[src/rtl/core/pdc_pkg.sv]
package pdc_pkg;

  localparam int AXES       = 8;
  localparam int AXIS_W     = $clog2(AXES);
  localparam int SAMPLE_W   = 10;
  localparam int OFF_W      = SAMPLE_W + 1;
  localparam int SUM_W      = 2 * SAMPLE_W;
  localparam int PTS_W      = 10;
  localparam int TOL_W      = 10;
  localparam int WAIT_W     = 16;
  localparam int TIME_W     = 32;
  localparam int CFG_W      = 16;
  localparam int CFG_IDX_W  = 2;
  localparam int DIV_STEP_W = $clog2(SUM_W + 1);

  localparam logic [SAMPLE_W-1:0] SAMPLE_MAX = {SAMPLE_W{1'b1}};

  localparam logic [CFG_IDX_W-1:0] REG_CENTER_TOL = 2'd0;
  localparam logic [CFG_IDX_W-1:0] REG_SPREAD_TOL = 2'd1;
  localparam logic [CFG_IDX_W-1:0] REG_WAIT_MS    = 2'd2;
  localparam logic [CFG_IDX_W-1:0] REG_POINTS     = 2'd3;

  localparam logic [TOL_W-1:0]  CENTER_TOL_RST = 10'd20;
  localparam logic [TOL_W-1:0]  SPREAD_TOL_RST = 10'd10;
  localparam logic [WAIT_W-1:0] WAIT_MS_RST    = 16'd1000;
  localparam logic [PTS_W-1:0]  POINTS_RST     = 10'd100;

  typedef struct packed {
    logic capture;
    logic load;
    logic check;
    logic decide;
    logic commit;
    logic emit;
  } pdc_cmd_t;

  typedef struct packed {
    logic is_center;
    logic need_div;
    logic div_done;
    logic out_free;
  } pdc_sts_t;

endpackage

[src/rtl/core/pdc_div.sv]
module pdc_div (
  input  logic                        clk_i,
  input  logic                        rst_ni,
  input  logic                        start_i,
  input  logic [pdc_pkg::SUM_W-1:0]   dividend_i,
  input  logic [pdc_pkg::PTS_W-1:0]   divisor_i,
  output logic                        done_o,
  output logic [pdc_pkg::SUM_W-1:0]   quotient_o
);

  logic                            busy_q;
  logic                            done_q;
  logic [pdc_pkg::DIV_STEP_W-1:0]  step_q;
  logic [pdc_pkg::SUM_W-1:0]       dvd_q, dvd_d;
  logic [pdc_pkg::PTS_W:0]         rem_q, rem_d;
  logic [pdc_pkg::PTS_W-1:0]       dvs_q;
  logic [pdc_pkg::PTS_W:0]         rem_sh;
  logic                            ge;

  always_comb begin
    rem_sh = {rem_q[pdc_pkg::PTS_W-1:0], dvd_q[pdc_pkg::SUM_W-1]};
    ge     = rem_sh >= {1'b0, dvs_q};
    rem_d  = ge ? rem_sh - {1'b0, dvs_q} : rem_sh;
    dvd_d  = {dvd_q[pdc_pkg::SUM_W-2:0], ge};
  end

  always_ff @(posedge clk_i or negedge rst_ni) begin
    if (!rst_ni) begin
      busy_q <= 1'b0;
      done_q <= 1'b0;
      step_q <= '0;
    end else begin
      done_q <= 1'b0;
      if (start_i) begin
        busy_q <= 1'b1;
        step_q <= pdc_pkg::DIV_STEP_W'(pdc_pkg::SUM_W);
      end else if (busy_q) begin
        step_q <= step_q - 1'b1;
        if (step_q == pdc_pkg::DIV_STEP_W'(1)) begin
          busy_q <= 1'b0;
          done_q <= 1'b1;
        end
      end
    end
  end

  always_ff @(posedge clk_i) begin
    if (start_i) begin
      dvd_q <= dividend_i;
      rem_q <= '0;
      dvs_q <= divisor_i;
    end else if (busy_q) begin
      dvd_q <= dvd_d;
      rem_q <= rem_d;
    end
  end

  assign done_o     = done_q;
  assign quotient_o = dvd_q;

endmodule

[src/rtl/core/pdc_ctrl.sv]
module pdc_ctrl (
  input  logic               clk_i,
  input  logic               rst_ni,
  input  logic               in_valid_i,
  output logic               in_stall_o,
  input  pdc_pkg::pdc_sts_t  sts_i,
  output pdc_pkg::pdc_cmd_t  cmd_o
);

  localparam logic [2:0] S_IDLE   = 3'd0;
  localparam logic [2:0] S_LOAD   = 3'd1;
  localparam logic [2:0] S_CHECK  = 3'd2;
  localparam logic [2:0] S_DECIDE = 3'd3;
  localparam logic [2:0] S_DIV    = 3'd4;
  localparam logic [2:0] S_OUT    = 3'd5;

  logic [2:0] state_q, state_d;

  always_comb begin
    state_d = state_q;
    cmd_o   = '0;
    case (state_q)
      S_IDLE: begin
        if (in_valid_i) begin
          cmd_o.capture = 1'b1;
          state_d       = S_LOAD;
        end
      end
      S_LOAD: begin
        cmd_o.load = 1'b1;
        state_d    = sts_i.is_center ? S_OUT : S_CHECK;
      end
      S_CHECK: begin
        cmd_o.check = 1'b1;
        state_d     = S_DECIDE;
      end
      S_DECIDE: begin
        cmd_o.decide = 1'b1;
        state_d      = sts_i.need_div ? S_DIV : S_OUT;
      end
      S_DIV: begin
        if (sts_i.div_done) begin
          cmd_o.commit = 1'b1;
          state_d      = S_OUT;
        end
      end
      S_OUT: begin
        if (sts_i.out_free) begin
          cmd_o.emit = 1'b1;
          state_d    = S_IDLE;
        end
      end
      default: state_d = S_IDLE;
    endcase
  end

  always_ff @(posedge clk_i or negedge rst_ni) begin
    if (!rst_ni) begin
      state_q <= S_IDLE;
    end else begin
      state_q <= state_d;
    end
  end

  assign in_stall_o = (state_q != S_IDLE);

endmodule

[src/rtl/core/pdc_datapath.sv]
module pdc_datapath (
  input  logic                             clk_i,
  input  logic                             rst_ni,
  input  pdc_pkg::pdc_cmd_t                cmd_i,
  output pdc_pkg::pdc_sts_t                sts_o,
  input  logic                             cfg_we_i,
  input  logic [pdc_pkg::CFG_IDX_W-1:0]    cfg_index_i,
  input  logic [pdc_pkg::CFG_W-1:0]        cfg_data_i,
  input  logic                             mode_i,
  input  logic [pdc_pkg::AXIS_W-1:0]       axis_i,
  input  logic [pdc_pkg::SAMPLE_W-1:0]     value_i,
  input  logic [pdc_pkg::TIME_W-1:0]       now_ms_i,
  output logic                             out_valid_o,
  input  logic                             out_stall_i,
  output logic [pdc_pkg::AXIS_W-1:0]       axis_out_o,
  output logic signed [pdc_pkg::OFF_W-1:0] offset_o,
  output logic                             stable_o,
  output logic                             committed_o
);

  localparam int SW = pdc_pkg::SAMPLE_W;
  localparam int OW = pdc_pkg::OFF_W;

  // configuration
  logic [pdc_pkg::TOL_W-1:0]  ctol_q, stol_q;
  logic [pdc_pkg::WAIT_W-1:0] wait_q;
  logic [pdc_pkg::PTS_W-1:0]  pts_q;

  // per-axis state
  logic [SW-1:0]                center_q [pdc_pkg::AXES];
  logic [OW-1:0]                held_q   [pdc_pkg::AXES];
  logic [SW-1:0]                wmin_q   [pdc_pkg::AXES];
  logic [SW-1:0]                wmax_q   [pdc_pkg::AXES];
  logic [pdc_pkg::SUM_W-1:0]    wsum_q   [pdc_pkg::AXES];
  logic [pdc_pkg::PTS_W-1:0]    wcnt_q   [pdc_pkg::AXES];
  logic [pdc_pkg::TIME_W-1:0]   wstart_q [pdc_pkg::AXES];
  logic                         started_q;

  // captured beat
  logic                         mode_q;
  logic [pdc_pkg::AXIS_W-1:0]   axis_q;
  logic [SW-1:0]                value_q;
  logic [pdc_pkg::TIME_W-1:0]   now_q;

  // working copy of the addressed axis
  logic [SW-1:0]                c_q, mn_q, mx_q;
  logic [OW-1:0]                held_w_q;
  logic [pdc_pkg::SUM_W-1:0]    sum_q;
  logic [pdc_pkg::PTS_W-1:0]    cnt_q;
  logic [pdc_pkg::TIME_W-1:0]   start_q;

  // check stage
  logic [SW-1:0]                mnn_q, mxn_q, dist_q, spread_q;
  logic [pdc_pkg::TIME_W-1:0]   elapsed_q;
  logic [OW-1:0]                lin_q;
  logic [SW-1:0]                mnn_d, mxn_d, dist_d;

  // result and output
  logic [OW-1:0]                res_off_q;
  logic                         res_stable_q, res_commit_q;
  logic                         out_valid_q;
  logic [pdc_pkg::AXIS_W-1:0]   out_axis_q;
  logic [OW-1:0]                out_off_q;
  logic                         out_stable_q, out_commit_q;

  // decide stage
  logic                         clr_center;
  logic                         clear_all;
  logic                         stable_d, timed_d, commit_d;
  logic [pdc_pkg::SUM_W-1:0]    sum_d;
  logic [pdc_pkg::PTS_W-1:0]    cnt_d, pts_eff;
  logic                         div_done;
  logic [pdc_pkg::SUM_W-1:0]    quot;
  logic [OW-1:0]                avg_off;

  always_comb begin
    clr_center = !started_q || (value_q != center_q[axis_q]);
    clear_all  = cmd_i.load && (mode_q ? !started_q : clr_center);

    mnn_d  = (value_q < mn_q) ? value_q : mn_q;
    mxn_d  = (value_q > mx_q) ? value_q : mx_q;
    dist_d = (value_q >= c_q) ? value_q - c_q : c_q - value_q;

    pts_eff  = (pts_q == '0) ? pdc_pkg::PTS_W'(1) : pts_q;
    stable_d = (dist_q <= ctol_q) && (spread_q <= stol_q);
    timed_d  = elapsed_q >= pdc_pkg::TIME_W'(wait_q);
    sum_d    = sum_q + pdc_pkg::SUM_W'(value_q);
    cnt_d    = cnt_q + 1'b1;
    commit_d = stable_d && timed_d && (cnt_d >= pts_eff);

    avg_off  = {1'b0, c_q} - quot[OW-1:0];
  end

  pdc_div u_div (
    .clk_i      (clk_i),
    .rst_ni     (rst_ni),
    .start_i    (cmd_i.decide && commit_d),
    .dividend_i (sum_d),
    .divisor_i  (pts_eff),
    .done_o     (div_done),
    .quotient_o (quot)
  );

  always_ff @(posedge clk_i or negedge rst_ni) begin
    if (!rst_ni) begin
      ctol_q <= pdc_pkg::CENTER_TOL_RST;
      stol_q <= pdc_pkg::SPREAD_TOL_RST;
      wait_q <= pdc_pkg::WAIT_MS_RST;
      pts_q  <= pdc_pkg::POINTS_RST;
    end else if (cfg_we_i) begin
      case (cfg_index_i)
        pdc_pkg::REG_CENTER_TOL: ctol_q <= cfg_data_i[pdc_pkg::TOL_W-1:0];
        pdc_pkg::REG_SPREAD_TOL: stol_q <= cfg_data_i[pdc_pkg::TOL_W-1:0];
        pdc_pkg::REG_WAIT_MS:    wait_q <= cfg_data_i[pdc_pkg::WAIT_W-1:0];
        pdc_pkg::REG_POINTS:     pts_q  <= cfg_data_i[pdc_pkg::PTS_W-1:0];
        default: ;
      endcase
    end
  end

  always_ff @(posedge clk_i or negedge rst_ni) begin
    if (!rst_ni) begin
      started_q <= 1'b0;
      for (int a = 0; a < pdc_pkg::AXES; a++) begin
        center_q[a] <= '0;
        held_q[a]   <= '0;
        wmin_q[a]   <= pdc_pkg::SAMPLE_MAX;
        wmax_q[a]   <= '0;
        wsum_q[a]   <= '0;
        wcnt_q[a]   <= '0;
        wstart_q[a] <= '0;
      end
    end else begin
      if (clear_all) begin
        started_q <= 1'b1;
        for (int a = 0; a < pdc_pkg::AXES; a++) begin
          held_q[a]   <= '0;
          wmin_q[a]   <= pdc_pkg::SAMPLE_MAX;
          wmax_q[a]   <= '0;
          wsum_q[a]   <= '0;
          wcnt_q[a]   <= '0;
          wstart_q[a] <= now_q;
        end
      end
      if (cmd_i.load && !mode_q) begin
        center_q[axis_q] <= value_q;
      end
      if (cmd_i.decide) begin
        if (!stable_d || commit_d) begin
          wmin_q[axis_q]   <= pdc_pkg::SAMPLE_MAX;
          wmax_q[axis_q]   <= '0;
          wsum_q[axis_q]   <= '0;
          wcnt_q[axis_q]   <= '0;
          wstart_q[axis_q] <= now_q;
        end else begin
          wmin_q[axis_q] <= mnn_q;
          wmax_q[axis_q] <= mxn_q;
          if (timed_d) begin
            wsum_q[axis_q] <= sum_d;
            wcnt_q[axis_q] <= cnt_d;
          end
        end
      end
      if (cmd_i.commit) begin
        held_q[axis_q] <= avg_off;
      end
    end
  end

  always_ff @(posedge clk_i) begin
    if (cmd_i.capture) begin
      mode_q  <= mode_i;
      axis_q  <= axis_i;
      value_q <= value_i;
      now_q   <= now_ms_i;
    end
    if (cmd_i.load) begin
      c_q <= center_q[axis_q];
      if (!started_q) begin
        held_w_q <= '0;
        mn_q     <= pdc_pkg::SAMPLE_MAX;
        mx_q     <= '0;
        sum_q    <= '0;
        cnt_q    <= '0;
        start_q  <= now_q;
      end else begin
        held_w_q <= held_q[axis_q];
        mn_q     <= wmin_q[axis_q];
        mx_q     <= wmax_q[axis_q];
        sum_q    <= wsum_q[axis_q];
        cnt_q    <= wcnt_q[axis_q];
        start_q  <= wstart_q[axis_q];
      end
      res_off_q    <= clr_center ? '0 : held_q[axis_q];
      res_stable_q <= 1'b0;
      res_commit_q <= 1'b0;
    end
    if (cmd_i.check) begin
      mnn_q     <= mnn_d;
      mxn_q     <= mxn_d;
      dist_q    <= dist_d;
      spread_q  <= mxn_d - mnn_d;
      elapsed_q <= now_q - start_q;
      lin_q     <= {1'b0, c_q} - {1'b0, value_q};
    end
    if (cmd_i.decide) begin
      res_off_q    <= stable_d ? lin_q : held_w_q;
      res_stable_q <= stable_d;
      res_commit_q <= 1'b0;
    end
    if (cmd_i.commit) begin
      res_off_q    <= avg_off;
      res_stable_q <= 1'b1;
      res_commit_q <= 1'b1;
    end
    if (cmd_i.emit) begin
      out_axis_q   <= axis_q;
      out_off_q    <= res_off_q;
      out_stable_q <= res_stable_q;
      out_commit_q <= res_commit_q;
    end
  end

  always_ff @(posedge clk_i or negedge rst_ni) begin
    if (!rst_ni) begin
      out_valid_q <= 1'b0;
    end else if (cmd_i.emit) begin
      out_valid_q <= 1'b1;
    end else if (!out_stall_i) begin
      out_valid_q <= 1'b0;
    end
  end

  assign sts_o.is_center = !mode_q;
  assign sts_o.need_div  = commit_d;
  assign sts_o.div_done  = div_done;
  assign sts_o.out_free  = !out_valid_q || !out_stall_i;

  assign out_valid_o = out_valid_q;
  assign axis_out_o  = out_axis_q;
  assign offset_o    = $signed(out_off_q);
  assign stable_o    = out_stable_q;
  assign committed_o = out_commit_q;

endmodule

[src/rtl/core/per_axis_drift_compensator.sv]
// Per-axis drift compensator for eight 10-bit sensor axes. Each input beat
// either sets an axis center (mode 0) or delivers a raw sample (mode 1) with
// a millisecond timestamp, and yields exactly one output beat carrying the
// axis, the offset, and stable/committed flags. A changed center clears the
// windows and held offsets of all axes. One beat is processed at a time: a
// center set passes through load to the output register, a sample through
// load, check and decide, and a sample that commits a new average also
// through the shared restoring divider (one quotient bit per cycle over
// the 20-bit window sum). The next beat is accepted once its predecessor
// has been written to the output register. The output register lets the
// next beat be accepted while a result still waits downstream. Configuration
// is written through cfg_we_i / cfg_index_i / cfg_data_i; the user must do so
// only while no beat is in flight, as the block itself does not enforce it.
module per_axis_drift_compensator (
  input  logic                             clk_i,
  input  logic                             rst_ni,
  input  logic                             cfg_we_i,
  input  logic [pdc_pkg::CFG_IDX_W-1:0]    cfg_index_i,
  input  logic [pdc_pkg::CFG_W-1:0]        cfg_data_i,
  input  logic                             in_valid_i,
  output logic                             in_stall_o,
  input  logic                             mode_i,
  input  logic [pdc_pkg::AXIS_W-1:0]       axis_i,
  input  logic [pdc_pkg::SAMPLE_W-1:0]     value_i,
  input  logic [pdc_pkg::TIME_W-1:0]       now_ms_i,
  output logic                             out_valid_o,
  input  logic                             out_stall_i,
  output logic [pdc_pkg::AXIS_W-1:0]       axis_out_o,
  output logic signed [pdc_pkg::OFF_W-1:0] offset_o,
  output logic                             stable_o,
  output logic                             committed_o
);

  pdc_pkg::pdc_cmd_t cmd;
  pdc_pkg::pdc_sts_t sts;

  pdc_ctrl u_ctrl (
    .clk_i      (clk_i),
    .rst_ni     (rst_ni),
    .in_valid_i (in_valid_i),
    .in_stall_o (in_stall_o),
    .sts_i      (sts),
    .cmd_o      (cmd)
  );

  pdc_datapath u_dp (
    .clk_i       (clk_i),
    .rst_ni      (rst_ni),
    .cmd_i       (cmd),
    .sts_o       (sts),
    .cfg_we_i    (cfg_we_i),
    .cfg_index_i (cfg_index_i),
    .cfg_data_i  (cfg_data_i),
    .mode_i      (mode_i),
    .axis_i      (axis_i),
    .value_i     (value_i),
    .now_ms_i    (now_ms_i),
    .out_valid_o (out_valid_o),
    .out_stall_i (out_stall_i),
    .axis_out_o  (axis_out_o),
    .offset_o    (offset_o),
    .stable_o    (stable_o),
    .committed_o (committed_o)
  );

`ifndef SYNTH
  a_commit_is_stable: assert property (@(posedge clk_i) disable iff (!rst_ni)
    out_valid_o && committed_o |-> stable_o)
    else $error("committed beat not flagged stable");

  a_one_in_flight: assert property (@(posedge clk_i) disable iff (!rst_ni)
    in_valid_i && !in_stall_o |=> in_stall_o)
    else $error("input not stalled after accepting a beat");

  a_emit_when_free: assert property (@(posedge clk_i) disable iff (!rst_ni)
    cmd.emit |-> sts.out_free)
    else $error("result emitted over an unaccepted output beat");
`endif

endmodule

[config.mk]
export PLATFORM = sky130hd
export DESIGN_NAME = per_axis_drift_compensator
export DESIGN_NICKNAME = d
export VERILOG_FILES = /design/src/rtl/core/pdc_pkg.sv /design/src/rtl/core/pdc_div.sv /design/src/rtl/core/pdc_ctrl.sv /design/src/rtl/core/pdc_datapath.sv /design/src/rtl/core/per_axis_drift_compensator.sv
export SDC_FILE = /design/constraint.sdc
export NUM_CORES = 2
export LEC_CHECK = 0
export ABC_AREA = 1
export BUFFER_PORTS_ARGS = -buffer_cell sky130_fd_sc_hd__clkbuf_2
export CAP_MARGIN = 20
export CORE_ASPECT_RATIO = 1.75
export CORE_MARGIN = 2
export CORE_UTILIZATION = 40
export CTS_CLUSTER_DIAMETER = 200
export CTS_CLUSTER_SIZE = 24
export DETAILED_ROUTE_END_ITERATION = 8
export MAX_ROUTING_LAYER = met4
export PLACE_DENSITY = 0.65
export SLEW_MARGIN = 20
export SYNTH_ARGS = -nofsm -noshare
export SYNTH_HDL_FRONTEND = slang
export SYNTH_HIERARCHICAL = 1
export SYNTH_SLANG_ARGS = --single-unit
[constraint.sdc]
create_clock -name clk_i -period 8.6 [get_ports clk_i]
set_clock_uncertainty 0.15 [all_clocks]
set_input_delay 2.15 -clock clk_i [delete_from_list [all_inputs] [get_ports clk_i]]
set_output_delay 2.15 -clock clk_i [all_outputs]
set_load 0.05 [all_outputs]
==> flow_summary.json <==
{
  "worstSkewPairLatency_ns": 0.75,
  "crit_arrival_ns": 5.98,
  "num_rows": 185,
  "r2r_cells": 18,
  "die_w_um": 292.8,
  "cts_inserted_buffers": 55,
  "crit_required_ns": 9.12,
  "core_um2": 145100,
  "synth_edf_count": 288,
  "final_cell_count_no_fill": 8427,
  "fp.dieH_um": 509.3,
  "grt_usage_pct": 26.31,
  "clock_path_buffers": 3,
  "drtAntennaViolNets": 0,
  "max-cap-violations": 0,
  "worstMarginPinSlew_ns": 1.164,
  "post_cts_buffers": 0,
  "hp-class": "flop to flop",
  "period_needed_ns": 5.457,
  "clock_sinks": 1182,
  "regToRegEndpoint": "u_dp/wmin_q[46]",
  "drt_iter0_drc": 4762,
  "grt_pass1_wl_mm": 291.6,
  "viasPerCell": 5.813,
  "hold_path_end": "u_dp/offset_o[9]",
  "synth_area_um2": 58360,
  "relSlewSlack_pct": 22.43,
  "multi_input_area_um2": 23070,
  "gp_congestion": 0.9465,
  "dpl.hpwl_mm": 121.5,
  "yosys_warnings": 6,
  "cts_hold_buf": 0,
  "regArea_um2": 31080,
  "status": "completed",
  "area_growth_pct": 5.722,
  "antenna_found_initial": 1,
  "drt_wl_total_mm": 193.2,
  "dieArea_um2": 149100,
  "synth-seq-cells": 1182,
  "r2r_setup_slack_ns": 3.14,
  "first_global_vias": 47860,
  "grt_max_degree": 163,
  "fmax_mhz": 183.2,
  "drcViolationCount": 0,
  "initial_core_util_pct": 40.21,
  "globalRouteOverflowTotal": 0,
  "numPortBuffers": 86,
  "ir_drop_mv": 0.2425,
  "nFillCells": 14240,
  "firstDrtPassIters": 6,
  "path_clk_slew_ns": 0.11,
  "setup_violations": 0,
  "ys.flop_type": "dfrtp_1",
  "rsz0062_at_grt": "false",
  "final.setup.tns_ns": 0,
  "root_buffer": "clkbuf_16",
  "r2r_start": "u_dp/cnt_q[0]",
  "cp_max_fo": 151,
  "wl_per_cell_um": 22.93,
  "critical_path_class": "flop to flop",
  "synth_cell_type_count": 59,
  "p_leak_nw": 27.87,
  "vias": 48980,
  "period_share_pct": 63.46,
  "io_pins": 87,
  "drv_slew": 0,
  "powerDensity_nw_per_um2": 314.0,
  "crit_path_start_kind": "flop",
  "async_reset_ff_share_pct": 74.62,
  "nets": 6741,
  "netlist_instances": 6717,
  "htree_levels": 2,
  "placedCellCount": 8320,
  "ys_seq_area_share_pct": 53.25,
  "cts_resized": 0,
  "end_kind": "flop",
  "layout-drive-gt1-share_pct": 6.134,
  "avgSynthCellArea_um2": 8.689,
  "hold_viol": 0,
  "min_path_cells": 0,
  "power_mw": 19.37,
  "synth_fp_nets": 6951,
  "min_from": "u_dp/res_off_q[9]",
  "cts_tree": "yes"
}
==> synth_stat cells (27+ instances only) <==
| master | count | area (µm²) |
|---|---|---|
| buf_1 | 52 | 195.2 |
| o21ai_0 | 478 | 2392 |
| a22o_1 | 31 | 271.5 |
| inv_1 | 609 | 2286 |
| buf_2 | 97 | 485.5 |
| nand4_1 | 97 | 606.8 |
| dfrtp_1 | 789 | 19740 |
| nor2_1 | 438 | 1644 |
| o22ai_1 | 108 | 675.7 |
| dfstp_2 | 93 | 2444 |
| edfxtp_1 | 288 | 8648 |
| a32oi_1 | 29 | 254.0 |
| a221oi_1 | 132 | 1156 |
| ha_1 | 158 | 1977 |
| xnor2_1 | 27 | 236.5 |
| a41oi_1 | 31 | 271.5 |
| nand3_1 | 579 | 2898 |
| xor2_1 | 53 | 464.2 |
| a21oi_1 | 417 | 2087 |
| a22oi_1 | 86 | 645.6 |
| clkbuf_1 | 260 | 975.9 |
| nand2_1 | 1624 | 6096 |
==> metal layers <==
layer	global-route usage [%]	share of wire [%]
met1	28.58	36
met5	-	0
met3	3.172	6.4
met2	44.20	49
met4	19.82	9.0
==> cells in the final DEF, fill, tap and decap left out, types with 15 or more instances in the layout <==
cell type | netlist | routed
nand2_1 | 1624 | 1617
nand4_1 | 97 | 97
nand3b_1 | 20 | 20
o21ai_1 | 20 | 21
xnor2_1 | 27 | 27
nand3_1 | 579 | 575
xor2_1 | 53 | 52
clkbuf_16 | 0 | 55
o21ai_0 | 478 | 476
o22ai_1 | 108 | 108
clkbuf_2 | 0 | 85
nor3_1 | 18 | 17
a22o_1 | 31 | 31
edfxtp_1 | 288 | 288
a41oi_1 | 31 | 31
nand2_2 | 9 | 15
a221oi_1 | 132 | 132
buf_4 | 14 | 78
clkbuf_1 | 260 | 45
inv_2 | 7 | 15
dfrtp_1 | 789 | 789
a22oi_1 | 86 | 86
nor2_1 | 438 | 436
a21oi_1 | 417 | 417
a32oi_1 | 29 | 29
inv_1 | 609 | 595
dfstp_2 | 93 | 93
ha_1 | 158 | 158
==> worst max path at each step <==
stage | start | end | slack [ns] | cells after the start
after floorplan | u_ctrl/state_q[0] | u_ctrl/state_q[1] | 1.69 | 2
after global placement | u_dp/cnt_q[0] | u_dp/wmin_q[42] | 3.43 | 18
after detailed placement | u_dp/cnt_q[0] | u_dp/wmin_q[46] | 3.19 | 18
after CTS | u_dp/cnt_q[0] | u_dp/wmin_q[46] | 3.21 | 18
after global routing | u_dp/cnt_q[0] | u_dp/wmin_q[15] | 2.66 | 18
final | u_dp/cnt_q[0] | u_dp/wmin_q[46] | 3.14 | 18
==> power breakdown <==
group | switching, mW | internal [mW]
Combinational | 5.62 | 2.16
Sequential | 0.880 | 7.58
Clock | 1.89 | 1.25
==> kinds of logic (layout without fill, tap and decap cells) <==
group	count (synthesis)	in the layout	synth area share, %
xor gates and xnor gates	80	80	1.201
other	0	3	0
AOI/OAI and AO/OA	1394	1394	14.25
and+or+nand+nor	2825	2825	20.28
adders and majority gates	165	165	3.627
DFF	1182	1182	53.25
buffers and inverters	1071	908	7.394
==> through the flow <==
| stage | hold slack (ns) | cell area (µm²) | worst slack (ns) | util (%) |
|---|---|---|---|---|
| 2_1_floorplan | 0.2503 | 58360 | 1.692 | - |
| 3_3_place_gp | 0.2567 | 60040 | 3.432 | 41.37 |
| 3_5_place_dp | 0.2554 | 60050 | 3.189 | 41.38 |
| 4_1_cts | 0.2788 | 61690 | 3.206 | 42.50 |
| 5_1_grt | 0.2826 | 61700 | 2.662 | 42.51 |
| 6_report | 0.2632 | 61700 | 3.143 | 42.51 |
==> sequential cells by signal, summed over array words and instances, names as in the netlist, 20 cells and up <==
| signal | count |
|---|---|
| u_dp/held_q | 88 |
| u_dp/elapsed_q | 32 |
| u_dp/start_q | 32 |
| u_dp/wcnt_q | 80 |
| u_dp/u_div/quotient_o | 20 |
| u_dp/wstart_q | 256 |
| u_dp/sum_q | 20 |
| u_dp/wmin_q | 80 |
| u_dp/center_q | 80 |
| u_dp/now_q | 32 |
| u_dp/wsum_q | 160 |
| u_dp/wmax_q | 80 |
==> area by class of cell <==
type,count,share of cell area [%]
Timing Repair Buffer,171,1.890
Tap cell,1870,3.792
Antenna cell,3,0.01217
Clock buffer,100,2.504
Clock inverter,4,0.1460
Sequential cell,1182,50.36
Inverter,633,3.895
Multi-Input combinational cell,4464,37.40
==> critical path, stage by stage (launching register included) <==
cell	delay, ns
edfxtp_1	0.43
nand3_1	0.14
nor3_1	0.32
nand2_1	0.10
nor2_1	0.17
nand3_1	0.11
xnor2_1	0.60
ha_1	0.38
nand2_1	0.09
inv_1	0.05
a211oi_1	0.22
nand4_1	0.13
nand3_1	0.16
nand2_1	0.35
inv_8	0.79
buf_4	0.75
nand4_1	0.16
o21ai_0	0.13
inv_1	0.07
No activity file was read; power rests on OpenSTA's default activity.
